### src/cpd_pkg.sv
// Package for the card presence detector: shared constants, register indexes,
// operation codes, the controller state type and the averaging store command.
// No dependencies; every other file of the block but cpd_sdiv imports it.
package cpd_pkg;

    // Default sizes, handed to the top-level parameters.
    localparam int AVG_DEPTH_DEF   = 8;
    localparam int SAMPLE_BITS_DEF = 12;

    // Per-mil scaling and field widths.
    localparam int PERMIL         = 1000;
    localparam int PERMIL_BITS    = 10;
    localparam int RISE_BITS      = 11;
    localparam int DEV_BITS       = 16;
    localparam int CFG_BITS       = 10;
    localparam int CFG_INDEX_BITS = 2;

    localparam logic [DEV_BITS-1:0] DEV_MAX = 16'hFFFF;

    // Register reset values.
    localparam logic [CFG_BITS-1:0] THRESHOLD_RESET  = 10'd5;
    localparam logic [CFG_BITS-1:0] RISE_LIMIT_RESET = 10'd20;

    // Register indexes on the configuration channel.
    localparam logic [CFG_INDEX_BITS-1:0] REG_THRESHOLD  = 2'd0;
    localparam logic [CFG_INDEX_BITS-1:0] REG_RISE_LIMIT = 2'd1;

    // Operation codes carried with each input item.
    localparam logic OP_CAL    = 1'b0;
    localparam logic OP_DETECT = 1'b1;

    // Controller states.
    typedef enum logic [3:0] {
        ST_IDLE,
        ST_PREP,
        ST_CAL_END,
        ST_MUL,
        ST_LAUNCH,
        ST_DIV_WAIT,
        ST_SELECT,
        ST_FEED,
        ST_AVG_LAUNCH,
        ST_AVG_WAIT,
        ST_DONE
    } cpd_state_t;

    // Command to the averaging store.
    typedef struct packed {
        logic push;
        logic fill;
    } store_cmd_t;

endpackage

### src/cpd_sdiv.sv
// Bit-serial restoring divider: one quotient bit per cycle.
// The caller guarantees that the quotient fits in QW bits. Uses no package items.
module cpd_sdiv #(
    parameter int DW = 22,
    parameter int VW = 12,
    parameter int QW = 16
) (
    input  logic          aclk,
    input  logic          aresetn,
    input  logic          start,
    input  logic [DW-1:0] dividend,
    input  logic [VW-1:0] divisor,
    output logic          busy,
    output logic [QW-1:0] quotient
);

    localparam int CNTW = $clog2(QW + 1);

    logic [VW-1:0]   rem_reg;
    logic [QW-1:0]   shf_reg;
    logic [CNTW-1:0] cnt_reg;
    logic            busy_reg;

    logic [DW-1:0]   hi_bits;
    logic [VW:0]     cand;
    logic [VW+1:0]   trial;
    logic            fits;

    // Trial subtraction of the divisor from the partial remainder.
    always_comb begin
        hi_bits = dividend >> QW;
        cand    = {rem_reg, shf_reg[QW-1]};
        trial   = {1'b0, cand} - {2'b00, divisor};
        fits    = ~trial[VW+1];
    end

    // Run control.
    always_ff @(posedge aclk) begin
        if (!aresetn) begin
            busy_reg <= 1'b0;
            cnt_reg  <= '0;
        end else if (start) begin
            busy_reg <= 1'b1;
            cnt_reg  <= CNTW'(QW);
        end else if (busy_reg) begin
            cnt_reg <= cnt_reg - 1'b1;
            if (cnt_reg == CNTW'(1)) begin
                busy_reg <= 1'b0;
            end
        end
    end

    // Remainder and dividend/quotient shift register.
    always_ff @(posedge aclk) begin
        if (start) begin
            rem_reg <= hi_bits[VW-1:0];
            shf_reg <= dividend[QW-1:0];
        end else if (busy_reg) begin
            rem_reg <= fits ? trial[VW-1:0] : cand[VW-1:0];
            shf_reg <= {shf_reg[QW-2:0], fits};
        end
    end

    assign busy     = busy_reg;
    assign quotient = shf_reg;

endmodule

### src/cpd_store.sv
// Averaging store of the detector: a shift line of the last fed values and
// their running sum. Depends on cpd_pkg for the command struct.
module cpd_store #(
    parameter int DEPTH       = 8,
    parameter int SAMPLE_BITS = 12,
    parameter int SSW         = SAMPLE_BITS + $clog2(DEPTH)
) (
    input  logic                    aclk,
    input  logic                    aresetn,
    input  cpd_pkg::store_cmd_t     cmd,
    input  logic [SAMPLE_BITS-1:0]  value,
    output logic [SSW-1:0]          sum
);

    import cpd_pkg::*;

    logic [SAMPLE_BITS-1:0] store_reg [DEPTH];
    logic [SSW-1:0]         sum_reg;

    // Fill sets every entry to the new baseline; push drops the oldest entry.
    always_ff @(posedge aclk) begin
        if (!aresetn) begin
            for (int i = 0; i < DEPTH; i++) begin
                store_reg[i] <= '0;
            end
            sum_reg <= '0;
        end else if (cmd.fill) begin
            for (int i = 0; i < DEPTH; i++) begin
                store_reg[i] <= value;
            end
            sum_reg <= SSW'(value) * SSW'(DEPTH);
        end else if (cmd.push) begin
            for (int i = 0; i < DEPTH - 1; i++) begin
                store_reg[i] <= store_reg[i+1];
            end
            store_reg[DEPTH-1] <= value;
            sum_reg <= sum_reg - SSW'(store_reg[0]) + SSW'(value);
        end
    end

    assign sum = sum_reg;

endmodule

### src/card_presence_detector.sv
// Card presence detector: calibrated baseline tracking and per-mil deviation.
// A calibration item that does not end a run goes straight to the output register;
// the last item of a run and every detect item wait for the serial dividers.
// One item at a time, the next can be taken the cycle after the result is loaded.
// aresetn is synchronous: state clears, registers reload.
module card_presence_detector #(
    parameter int   AVG_DEPTH   = cpd_pkg::AVG_DEPTH_DEF,
    parameter int   SAMPLE_BITS = cpd_pkg::SAMPLE_BITS_DEF,
    localparam int  IN_W        = ((SAMPLE_BITS + 7) / 8) * 8,
    localparam int  OUT_W       = ((SAMPLE_BITS + cpd_pkg::DEV_BITS + 2 + 7) / 8) * 8
) (
    input  logic                                aclk,
    input  logic                                aresetn,
    // Input items.
    input  logic                                s_tvalid,
    output logic                                s_tready,
    input  logic [IN_W-1:0]                     s_tdata,  // sample
    input  logic                                s_tuser,  // operation
    // Result items.
    output logic                                m_tvalid,
    input  logic                                m_tready,
    // card_found, baseline_level, deviation_permil, calibrated
    output logic [OUT_W-1:0]                    m_tdata,
    // Register writes.
    input  logic                                cfg_valid,
    output logic                                cfg_ready,
    input  logic [cpd_pkg::CFG_INDEX_BITS-1:0]  cfg_index,
    input  logic [cpd_pkg::CFG_BITS-1:0]        cfg_data
);

    import cpd_pkg::*;

    localparam int SSW  = SAMPLE_BITS + $clog2(AVG_DEPTH);
    localparam int CSW  = SAMPLE_BITS + $clog2(AVG_DEPTH + 2);
    localparam int CNTW = $clog2(AVG_DEPTH + 3);
    localparam int DVW  = $clog2(AVG_DEPTH + 1);
    localparam int PDW  = SAMPLE_BITS + PERMIL_BITS;
    localparam int PFW  = SAMPLE_BITS + RISE_BITS;
    localparam int FQW  = SAMPLE_BITS + 2;

    localparam logic [SAMPLE_BITS-1:0] SAMPLE_MAX = '1;
    localparam logic [CNTW-1:0]        CAL_LAST   = CNTW'(AVG_DEPTH + 1);

    cpd_state_t state_reg, state_next;

    logic [CFG_BITS-1:0]    thr_reg, lim_reg;
    logic                   op_reg;
    logic [SAMPLE_BITS-1:0] samp_reg;
    logic [SAMPLE_BITS-1:0] baseline_reg;
    logic [CNTW-1:0]        cal_count_reg;
    logic [CSW-1:0]         cal_sum_reg;
    logic [SAMPLE_BITS-1:0] cal_max_reg, cal_min_reg;
    logic                   cal_done_reg;
    logic [CSW-1:0]         cal_num_reg;
    logic [SAMPLE_BITS-1:0] diff_reg;
    logic                   above_reg, below_reg, bzero_reg;
    logic [PDW-1:0]         prod_dev_reg;
    logic [PFW-1:0]         prod_fed_reg;
    logic                   dev_sat_reg;
    logic [DEV_BITS-1:0]    dev_reg;
    logic                   found_reg;
    logic [SAMPLE_BITS-1:0] fed_reg;
    logic                   m_valid_reg;
    logic [OUT_W-1:0]       m_data_reg, m_data_next;

    logic                   in_accept;
    logic                   div_start, avg_start, out_load;
    store_cmd_t             store_cmd;
    logic [SAMPLE_BITS-1:0] store_value;
    logic [SSW-1:0]         store_sum;
    logic [CSW-1:0]         avg_dividend;
    logic                   dev_busy, fed_busy, avg_busy;
    logic [DEV_BITS-1:0]    dev_q, dev_value;
    logic [FQW-1:0]         fed_q;
    logic [SAMPLE_BITS-1:0] avg_q;

    assign in_accept = s_tvalid & s_tready;
    assign cfg_ready = 1'b1;

    // Configuration registers.
    always_ff @(posedge aclk) begin
        if (!aresetn) begin
            thr_reg <= THRESHOLD_RESET;
            lim_reg <= RISE_LIMIT_RESET;
        end else if (cfg_valid) begin
            case (cfg_index)
                REG_THRESHOLD:  thr_reg <= cfg_data;
                REG_RISE_LIMIT: lim_reg <= cfg_data;
                default: ;
            endcase
        end
    end

    // State register.
    always_ff @(posedge aclk) begin
        if (!aresetn) begin
            state_reg <= ST_IDLE;
        end else begin
            state_reg <= state_next;
        end
    end

    // Next state and control strobes.
    always_comb begin
        state_next     = state_reg;
        s_tready       = 1'b0;
        div_start      = 1'b0;
        avg_start      = 1'b0;
        out_load       = 1'b0;
        store_cmd.push = 1'b0;
        store_cmd.fill = 1'b0;
        case (state_reg)
            ST_IDLE: begin
                s_tready = 1'b1;
                if (s_tvalid) begin
                    state_next = ST_PREP;
                end
            end
            ST_PREP: begin
                if (op_reg == OP_CAL) begin
                    state_next = (cal_count_reg == CAL_LAST) ? ST_CAL_END : ST_DONE;
                end else begin
                    state_next = ST_MUL;
                end
            end
            ST_CAL_END:  state_next = ST_AVG_LAUNCH;
            ST_MUL:      state_next = ST_LAUNCH;
            ST_LAUNCH: begin
                div_start  = 1'b1;
                state_next = ST_DIV_WAIT;
            end
            ST_DIV_WAIT: begin
                if (!dev_busy && !fed_busy) begin
                    state_next = ST_SELECT;
                end
            end
            ST_SELECT:   state_next = ST_FEED;
            ST_FEED: begin
                store_cmd.push = 1'b1;
                state_next     = ST_AVG_LAUNCH;
            end
            ST_AVG_LAUNCH: begin
                avg_start  = 1'b1;
                state_next = ST_AVG_WAIT;
            end
            ST_AVG_WAIT: begin
                if (!avg_busy) begin
                    store_cmd.fill = (op_reg == OP_CAL);
                    state_next     = ST_DONE;
                end
            end
            ST_DONE: begin
                if (!m_valid_reg || m_tready) begin
                    out_load   = 1'b1;
                    state_next = ST_IDLE;
                end
            end
            default: state_next = ST_IDLE;
        endcase
    end

    // Saturated deviation once both divisions have finished.
    assign dev_value = (bzero_reg || dev_sat_reg) ? DEV_MAX : dev_q;

    // Store operand and averaging dividend.
    assign store_value  = store_cmd.fill ? avg_q : fed_reg;
    assign avg_dividend = (op_reg == OP_CAL) ? cal_num_reg : CSW'(store_sum);

    // Calibration accumulators, baseline and done flag.
    always_ff @(posedge aclk) begin
        if (!aresetn) begin
            baseline_reg  <= '0;
            cal_count_reg <= '0;
            cal_sum_reg   <= '0;
            cal_max_reg   <= '0;
            cal_min_reg   <= SAMPLE_MAX;
            cal_done_reg  <= 1'b0;
        end else begin
            if (state_reg == ST_PREP && op_reg == OP_CAL) begin
                cal_count_reg <= cal_count_reg + 1'b1;
                cal_sum_reg   <= cal_sum_reg + CSW'(samp_reg);
                if (samp_reg > cal_max_reg) begin
                    cal_max_reg <= samp_reg;
                end
                if (samp_reg < cal_min_reg) begin
                    cal_min_reg <= samp_reg;
                end
            end
            if (state_reg == ST_CAL_END) begin
                cal_count_reg <= '0;
                cal_sum_reg   <= '0;
                cal_max_reg   <= '0;
                cal_min_reg   <= SAMPLE_MAX;
                cal_done_reg  <= 1'b1;
            end
            if (state_reg == ST_AVG_WAIT && !avg_busy) begin
                baseline_reg <= avg_q;
            end
        end
    end

    // Per-item datapath registers.
    always_ff @(posedge aclk) begin
        if (in_accept) begin
            op_reg   <= s_tuser;
            samp_reg <= s_tdata[SAMPLE_BITS-1:0];
        end
        case (state_reg)
            ST_PREP: begin
                found_reg <= 1'b0;
                dev_reg   <= '0;
                above_reg <= samp_reg > baseline_reg;
                below_reg <= samp_reg < baseline_reg;
                bzero_reg <= baseline_reg == '0;
                diff_reg  <= (samp_reg > baseline_reg) ? samp_reg - baseline_reg
                                                       : baseline_reg - samp_reg;
            end
            ST_CAL_END: begin
                cal_num_reg <= cal_sum_reg - CSW'(cal_max_reg) - CSW'(cal_min_reg);
            end
            ST_MUL: begin
                prod_dev_reg <= PDW'(diff_reg) * PDW'(PERMIL);
                prod_fed_reg <= PFW'(baseline_reg) * (PFW'(PERMIL) + PFW'(lim_reg));
            end
            ST_LAUNCH: begin
                // The quotient overflows 16 bits when the product reaches b * 2^16.
                dev_sat_reg <= {{(DEV_BITS - PERMIL_BITS){1'b0}}, prod_dev_reg}
                               >= {baseline_reg, {DEV_BITS{1'b0}}};
            end
            ST_SELECT: begin
                dev_reg <= dev_value;
                if (above_reg && dev_value > DEV_BITS'(lim_reg)) begin
                    found_reg <= 1'b0;
                    fed_reg   <= (fed_q > FQW'(SAMPLE_MAX)) ? SAMPLE_MAX
                                                           : fed_q[SAMPLE_BITS-1:0];
                end else begin
                    found_reg <= dev_value >= DEV_BITS'(thr_reg);
                    fed_reg   <= below_reg ? baseline_reg - 1'b1 : samp_reg;
                end
            end
            default: ;
        endcase
    end

    // Result word.
    always_comb begin
        m_data_next                                      = '0;
        m_data_next[0]                                   = found_reg;
        m_data_next[SAMPLE_BITS:1]                       = baseline_reg;
        m_data_next[SAMPLE_BITS+DEV_BITS:SAMPLE_BITS+1]  = dev_reg;
        m_data_next[SAMPLE_BITS+DEV_BITS+1]              = cal_done_reg;
    end

    // Output register.
    always_ff @(posedge aclk) begin
        if (!aresetn) begin
            m_valid_reg <= 1'b0;
        end else if (out_load) begin
            m_valid_reg <= 1'b1;
        end else if (m_tready) begin
            m_valid_reg <= 1'b0;
        end
    end

    always_ff @(posedge aclk) begin
        if (out_load) begin
            m_data_reg <= m_data_next;
        end
    end

    assign m_tvalid = m_valid_reg;
    assign m_tdata  = m_data_reg;

    // Deviation divider: |s - b| * 1000 / b.
    cpd_sdiv #(
        .DW (PDW),
        .VW (SAMPLE_BITS),
        .QW (DEV_BITS)
    ) u_dev_div (
        .aclk     (aclk),
        .aresetn  (aresetn),
        .start    (div_start),
        .dividend (prod_dev_reg),
        .divisor  (baseline_reg),
        .busy     (dev_busy),
        .quotient (dev_q)
    );

    // Raised value divider: b * (1000 + limit) / 1000.
    cpd_sdiv #(
        .DW (PFW),
        .VW (PERMIL_BITS),
        .QW (FQW)
    ) u_fed_div (
        .aclk     (aclk),
        .aresetn  (aresetn),
        .start    (div_start),
        .dividend (prod_fed_reg),
        .divisor  (PERMIL_BITS'(PERMIL)),
        .busy     (fed_busy),
        .quotient (fed_q)
    );

    // Averaging divider, shared by calibration and store updates.
    cpd_sdiv #(
        .DW (CSW),
        .VW (DVW),
        .QW (SAMPLE_BITS)
    ) u_avg_div (
        .aclk     (aclk),
        .aresetn  (aresetn),
        .start    (avg_start),
        .dividend (avg_dividend),
        .divisor  (DVW'(AVG_DEPTH)),
        .busy     (avg_busy),
        .quotient (avg_q)
    );

    // Averaging store.
    cpd_store #(
        .DEPTH       (AVG_DEPTH),
        .SAMPLE_BITS (SAMPLE_BITS),
        .SSW         (SSW)
    ) u_store (
        .aclk    (aclk),
        .aresetn (aresetn),
        .cmd     (store_cmd),
        .value   (store_value),
        .sum     (store_sum)
    );

endmodule

### config.mk
export PLATFORM = sky130hd
export DESIGN_NAME = card_presence_detector
export DESIGN_NICKNAME = d
export VERILOG_FILES = /design/src/cpd_pkg.sv /design/src/cpd_sdiv.sv /design/src/cpd_store.sv /design/src/card_presence_detector.sv
export SDC_FILE = /design/constraint.sdc
export NUM_CORES = 1
export LEC_CHECK = 0
export BUFFER_PORTS_ARGS = -buffer_cell sky130_fd_sc_hd__buf_4
export CORE_UTILIZATION = 30
export DETAILED_ROUTE_END_ITERATION = 7
export HOLD_SLACK_MARGIN = 0.1
export PLACE_DENSITY = 0.45
export SLEW_MARGIN = 20
export SYNTH_ARGS = -nofsm -noshare
export SYNTH_HDL_FRONTEND = slang
export SYNTH_HIERARCHICAL = 1
export SYNTH_SLANG_ARGS = --single-unit
export TNS_END_PERCENT = 5
### constraint.sdc
create_clock -name aclk -period 6.85 [get_ports aclk]
set_clock_uncertainty 0.1 [all_clocks]
set_input_delay 0.685 -clock aclk [delete_from_list [all_inputs] [get_ports aclk]]
set_output_delay 0.685 -clock aclk [all_outputs]
set_load 0.1 [all_outputs]
== Word-level counts from Yosys, hierarchy flattened ==
Memories as Yosys holds them, arrays and structs flattened.
Index checks and enable logic that the tools add are counted.

* Memories kept: 1
* RAM bits: 96
* Word-level logic and storage cells: 224
* Bits of input ports: 34
* Register bits after elaboration: 327
* Output and inout port bits: 35

* Add/sub/neg operators: 16
* Reductions and logical operators: 29
* $mul: 2
* Equal/unequal tests: 19
* Bitwise gates (word level): 22
* Order comparisons: 8
* Mux-type cells: 83

{| class="wikitable"
|+ Memories
! memory !! words !! bits a word !! rd ports !! clocked after Yosys merged registers in !! wr ports !! RTL line !! text
|-
| u_store.store_reg || 8 || 12 || 8 || 0 || 8 || cpd_store.sv:17 || <nowiki>logic [SAMPLE_BITS-1:0] store_reg [DEPTH];</nowiki>
|}

{| class="wikitable"
|+ Operators by type and width
! operator !! count
|-
| $mux W12 || 24
|-
| $mux W16 || 4
|-
| $mux W4 || 13
|-
| $pmux W4 S10 || 1
|-
| $pmux W16 S2 || 1
|-
| $sub A16 B12 Y16 || 2
|-
| $mux W15 || 2
|-
| $ge A22 B28 Y1 || 1
|-
| $mux W1 || 28
|-
| $mux W14 || 2
|-
| $gt A12 B12 Y1 || 2
|-
| $lt A12 B12 Y1 || 2
|-
| $sub A12 B12 Y12 || 2
|-
| $mul A12 B11 Y23 || 1
|-
| $mul A12 B7 Y19 const B || 1
|-
| $mux W9 || 2
|-
| $add A16 B12 Y16 || 1
|-
| $eq A4 B3 Y1 const B || 4
|-
| $eq A4 B4 Y1 const B || 4
|-
| $ge A16 B10 Y1 || 1
|-
| $gt A16 B10 Y1 || 1
|-
| $or A1 B1 Y1 || 16
|-
| $add A15 B12 Y15 || 1
|-
| $sub A15 B12 Y15 || 1
|-
| 30 further kinds || 62
|}

== Depth between registers and ports, before layout ==
* Depth in word-level cells: 8
* Mapped depth: 22
* Mapped depth without buffers: 22

== Cells and area by module ==
The synthesis kept the hierarchy.

{| class="wikitable"
|+ Modules (own cells, without submodules)
! module !! area each (um2) !! cells an instance !! sequential area each (um2) !! times used
|-
| card_presence_detector || 18685.4 || 1874 || 6025.8 || 1
|-
| cpd_store || 5362.6 || 457 || 3183.1 || 1
|-
| cpd_sdiv at u_dev_div || 2110.8 || 209 || 900.9 || 1
|-
| cpd_sdiv at u_fed_div || 1820.5 || 169 || 810.8 || 1
|-
| cpd_sdiv at u_avg_div || 1148.6 || 94 || 580.6 || 1
|}

== Least setup slack after synthesis ==
Ideal clock, no wire load.

* Kind: reg-to-reg
* Start point: register lim_reg[6]
* End point: register prod_fed_reg[16], data pin
* Setup time: 262 ps
* Data arrival time: 5533 ps
* Buffers on the path: 0
* Required time: 6488 ps
* Setup slack: 955 ps
* Period minus slack after synthesis: 5895 ps
* Cell stages (with the launch flop): 21
* Cell sequence: dfxtp_1 -> inv_1 -> nand3_1 -> a21oi_1 -> xnor2_1 -> nand2_1 -> fa_1 -> fa_1 -> inv_1 -> fa_1 -> fa_1 -> inv_1 -> fa_1 -> inv_1 -> ha_1 -> inv_1 -> o21ai_0 -> or4b_1 -> a31oi_1 -> a21oi_1 -> xor2_1

* Longest elaborated chain between the ends: 2

{| class="wikitable"
|+ RTL lines
! item !! RTL line !! text
|-
| from (decl) || card_presence_detector.sv:46 || <nowiki>logic [CFG_BITS-1:0] thr_reg, lim_reg;</nowiki>
|-
| from (signal assigned) || card_presence_detector.sv:88 || <nowiki>REG_RISE_LIMIT: lim_reg <= cfg_data;</nowiki>
|-
| $add A10 B10 Y11 || card_presence_detector.sv:223 || <nowiki>prod_fed_reg <= PFW'(baseline_reg) * (PFW'(PERMIL) + PFW'(lim_reg));</nowiki>
|-
| $mul A12 B11 Y23 || card_presence_detector.sv:223 ||
|-
| to (signal assigned) || card_presence_detector.sv:223 ||
|-
| to (decl) || card_presence_detector.sv:58 || <nowiki>logic [PFW-1:0] prod_fed_reg;</nowiki>
|}

No other way between the ends.
A chain may end at the register's enable or synchronous reset.

== Worst setup path in the final report ==
* Start point: register lim_reg[3]
* End point: register prod_fed_reg[16], data pin

Same word-level chain as after synthesis.

==> summary.txt <==
GRT
  • Initial antenna violation count: 1
  • M1 GR Usage: 21.50%
  • Largest net degree at the start of global routing: 59
  • Vias in the first global route: 20,450
  • First-pass GRT wire length: 119,900 um
  • GR Util met3: 2.395%
  • Layer with the highest usage: met2
  • Met2 GRT Util: 24.95%
  • All-Layer GR Usage: 15.61%
  • Total gr overflow: 0

Drt
  • First drt pass iteration count: 5
  • Vias: 20,070
  • Antenna viol nets, final: 0
  • Total Wirelength: 76,440 um
  • Vias per Instance: 4.802
  • Drt drc: 0
  • Number of DRC markers in iteration 0: 975
  • Drt wl/cell: 18.29 um

Cells and area
  • Design area: 0.03283 sq mm
  • Non-Filler Instances: 4,179
  • Reg area: 0.01150 sq mm
  • Fraction of layout cells with a size suffix above 1: 9.952%
  • Multi-input logic area: 0.01608 sq mm
  • Area delta synth->final: 12.70%
  • NumNets Final: 3,320
  • Antenna diodes: 0
  • Number of flip-flops under the largest register name: 96
  • Filler cells: 9,706

Placement
  • GP Congestion: 0.8413
  • Post-Place Worst Slack: 0.2868 ns
  • Cells after DPL: 4,086
  • Dpl hpwl: 57,970 um
  • IO buf count: 61
  • Placed inst area: 0.03113 sq mm

Die
  • Core region area: 0.09558 sq mm
  • FP Rows: 113
  • Die H: 313.6 um
  • Die width: 313.6 um
  • Die area: 0.09834 sq mm
  • Initial core utilization: 30.48%
  • Ports: 69

Critical path
  • Reg2reg start: lim_reg[3]
  • WP depth: 21
  • WS Path Type: register to register
  • Critical register-to-register path endpoint: prod_fed_reg[16]
  • CP most frequent cell: fa_1
  • Buffers plus inverters on the worst setup path: 4
  • CP startpoint kind: register
  • CP max stage delay: 0.56 ns
  • Required @ worst endpoint: 7.10 ns
  • CP top delay family: adder cells
  • Cells along the critical path: ha_1, nor3_1, xnor2_1, buf_4, nand2_1, fa_1, fa_1, inv_1, ha_1, fa_1, inv_1, fa_1, inv_1, ha_1, nand2_1, nor2_1, o311ai_0, or4b_1, a31oi_1, a21oi_1, xor2_1
  • Reg2reg path depth: 21
  • CP Max Fanout: 7
  • Worst path slowest cell: fa_1
  • R2r setup slk: 0.39 ns
  • Critical path arrival: 6.71 ns
  • CP endpoint kind: register

CTS
  • Clock latency at the later pin of the worst-skew pair: 0.61 ns
  • Hold-fix buffers, CTS: 0
  • Clock sinks: 423
  • Number of CTS-inserted buffers: 50
  • Post-CTS sizing: 0
  • Post-CTS Setup Bufs: 0
  • CTS tree: yes
  • Clock H-tree levels: 2
  • Clk buf depth: 3
  • CTS Root Cell: clkbuf_16
  • Clk slew on worst S/H paths: 0.06 ns

STA
  • Max Fclk: 0.1549 GHz
  • Final hold vios: 0
  • Min cycle time layout: 6.457 ns
  • Fin crit share: 94.26%
  • Worst Max-Slew Pin Slew: 1.118 ns
  • Final slew viol count: 0
  • Final Setup Violations: 0
  • Setup slack after layout: 0.3929 ns
  • Slew HR: 25.37%

Logic synthesis
  • Post-synth top area cell: edfxtp_1
  • Cell Area, Synth: 0.02913 sq mm
  • Ys flop type: edfxtp_1
  • Share of the synthesized area in the top cell type: 31.24%
  • Post-synthesis cell count: 2,803
  • Post-synthesis sequential element count: 423
  • Mean post-synth cell area: 10.39 sq um
  • FFs w/ async S/R, synth: 0%
  • Synth area leaders: edfxtp_1, ha_1, fa_1, dfxtp_1, inv_1
  • Sequential area share after synthesis: 39.48%
  • Post-synth EDFFs: 303
  • Synth cell types: 93
  • Total number of yosys warnings: 6

Power and ir drop
  • Static leakage power: 14.02 nW
  • P per Cell Area: 538.1 mW/mm^2
  • Worst vdd ir: 0.0008070 V

Run status
  • Status: finished, final reports clean

Min path
  • WHS Path Cells: 1
  • Min-Delay Path Class: input pin to register
  • Hold Path Sink: samp_reg[1]
  • HP Start: s_tdata[1]

Flow run
  • Max-cap viol count: 0
[cells by family after synthesis]
logic type	count (synthesis)	share of synthesized area [%]
DFF	423	39.48
xor gates and xnor gates	122	3.668
adders and majority gates	413	21.79
muxes	130	4.785
buffers and inverters	438	5.885
other	2	0.02578
AOI/OAI and AO/OA	550	12.60
and+or+nand+nor	725	11.76
[per-stage QoR]
stage	hold slack, ns	power [W]	TNS [ns]	utilization (%)
floorplan	0.3003	0.01241	0	-
global placement	0.3016	0.01493	0	32.57
detailed placement	0.3045	0.01491	0	32.57
CTS	0.1034	0.01789	0	34.31
global route	0.1168	0.01933	-0.02934	34.35
finish	0.1471	0.01766	0	34.35
[layer usage]
layer / wire, um / part of all wire, % / up-vias
met3: 3174 / 4.2 / 125
met5: 14 / 0.018 / -
met1: 36370 / 48 / 9770
met4: 2547 / 3.3 / 2
li1: - / - / 9800
met2: 34340 / 45 / 371
[cell usage in the layout, fill, tap and decap left out, drive strengths merged, types with 11 or more instances in the layout]
master,netlist,routed
o21a,38,38
and2,22,22
buf,27,96
o31ai,12,12
dfxtp,120,120
or3,15,15
a21oi,160,160
or2,11,11
fa,157,157
nor2,211,211
xor2,41,41
inv,339,343
mux2,71,71
clkinv,3,21
a31oi,14,14
mux2i,59,59
nand3,25,25
conb,2,20
nand2b,24,24
nor2b,69,69
nand4,19,19
nor3,50,50
a21o,112,112
a211oi,18,18
xnor2,81,81
o211ai,22,22
clkbuf,69,62
edfxtp,303,303
ha,256,256
o21ai,90,90
nand2,230,230
[where the power goes]
part	total (W)	internal [W]	switching, W	leakage (nW)
clock network	0.00272	0.00158	0.00114	0.805
registers	0.00449	0.00392	0.000568	3.86
logic	0.0105	0.00457	0.00589	9.35
[how the worst max path moves through the flow]
| stage | end | from | slack [ns] |
|---|---|---|---|
| after floorplan | prod_fed_reg[16] | lim_reg[6] | 0.96 |
| after global placement | prod_fed_reg[22] | lim_reg[3] | 0.28 |
| after detailed placement | prod_fed_reg[22] | lim_reg[3] | 0.29 |
| after CTS | prod_fed_reg[22] | lim_reg[3] | 0.30 |
| after global routing | prod_fed_reg[22] | lim_reg[3] | -0.02 |
| final | prod_fed_reg[16] | lim_reg[3] | 0.39 |
[layout make-up]
cell class / instances / area share, %
multi-input combinational: 1960 / 48.97
clock buffer: 62 / 4.044
clock inverter: 31 / 1.018
tap: 1265 / 4.822
inverter: 342 / 3.911
timing repair buffer: 96 / 2.195
sequential: 423 / 35.04
[synthesized netlist by cell type (all sizes together), types with 5 or more instances]
cell	count
mux2	71
a2111oi	5
nand4	19
o31ai	12
nor3b	8
nand2	230
and3	8
o21a	38
a21boi	7
o22ai	9
or3	15
nor4	9
xor2	41
nor2b	69
and2	22
xnor2	81
nor2	211
a211o	6
a221oi	7
mux2i	59
or2	11
nand3	25
inv	339
o41ai	5
buf	27
dfxtp	120
o21bai	9
clkbuf	69
a311oi	7
a31oi	14
a21o	112
nor3	50
ha	256
edfxtp	303
fa	157
a211oi	18
o211ai	22
o21ai	90
a21oi	160
nand3b	5
nor4b	8
nand2b	24
No activity file was read; power rests on OpenSTA's default activity.
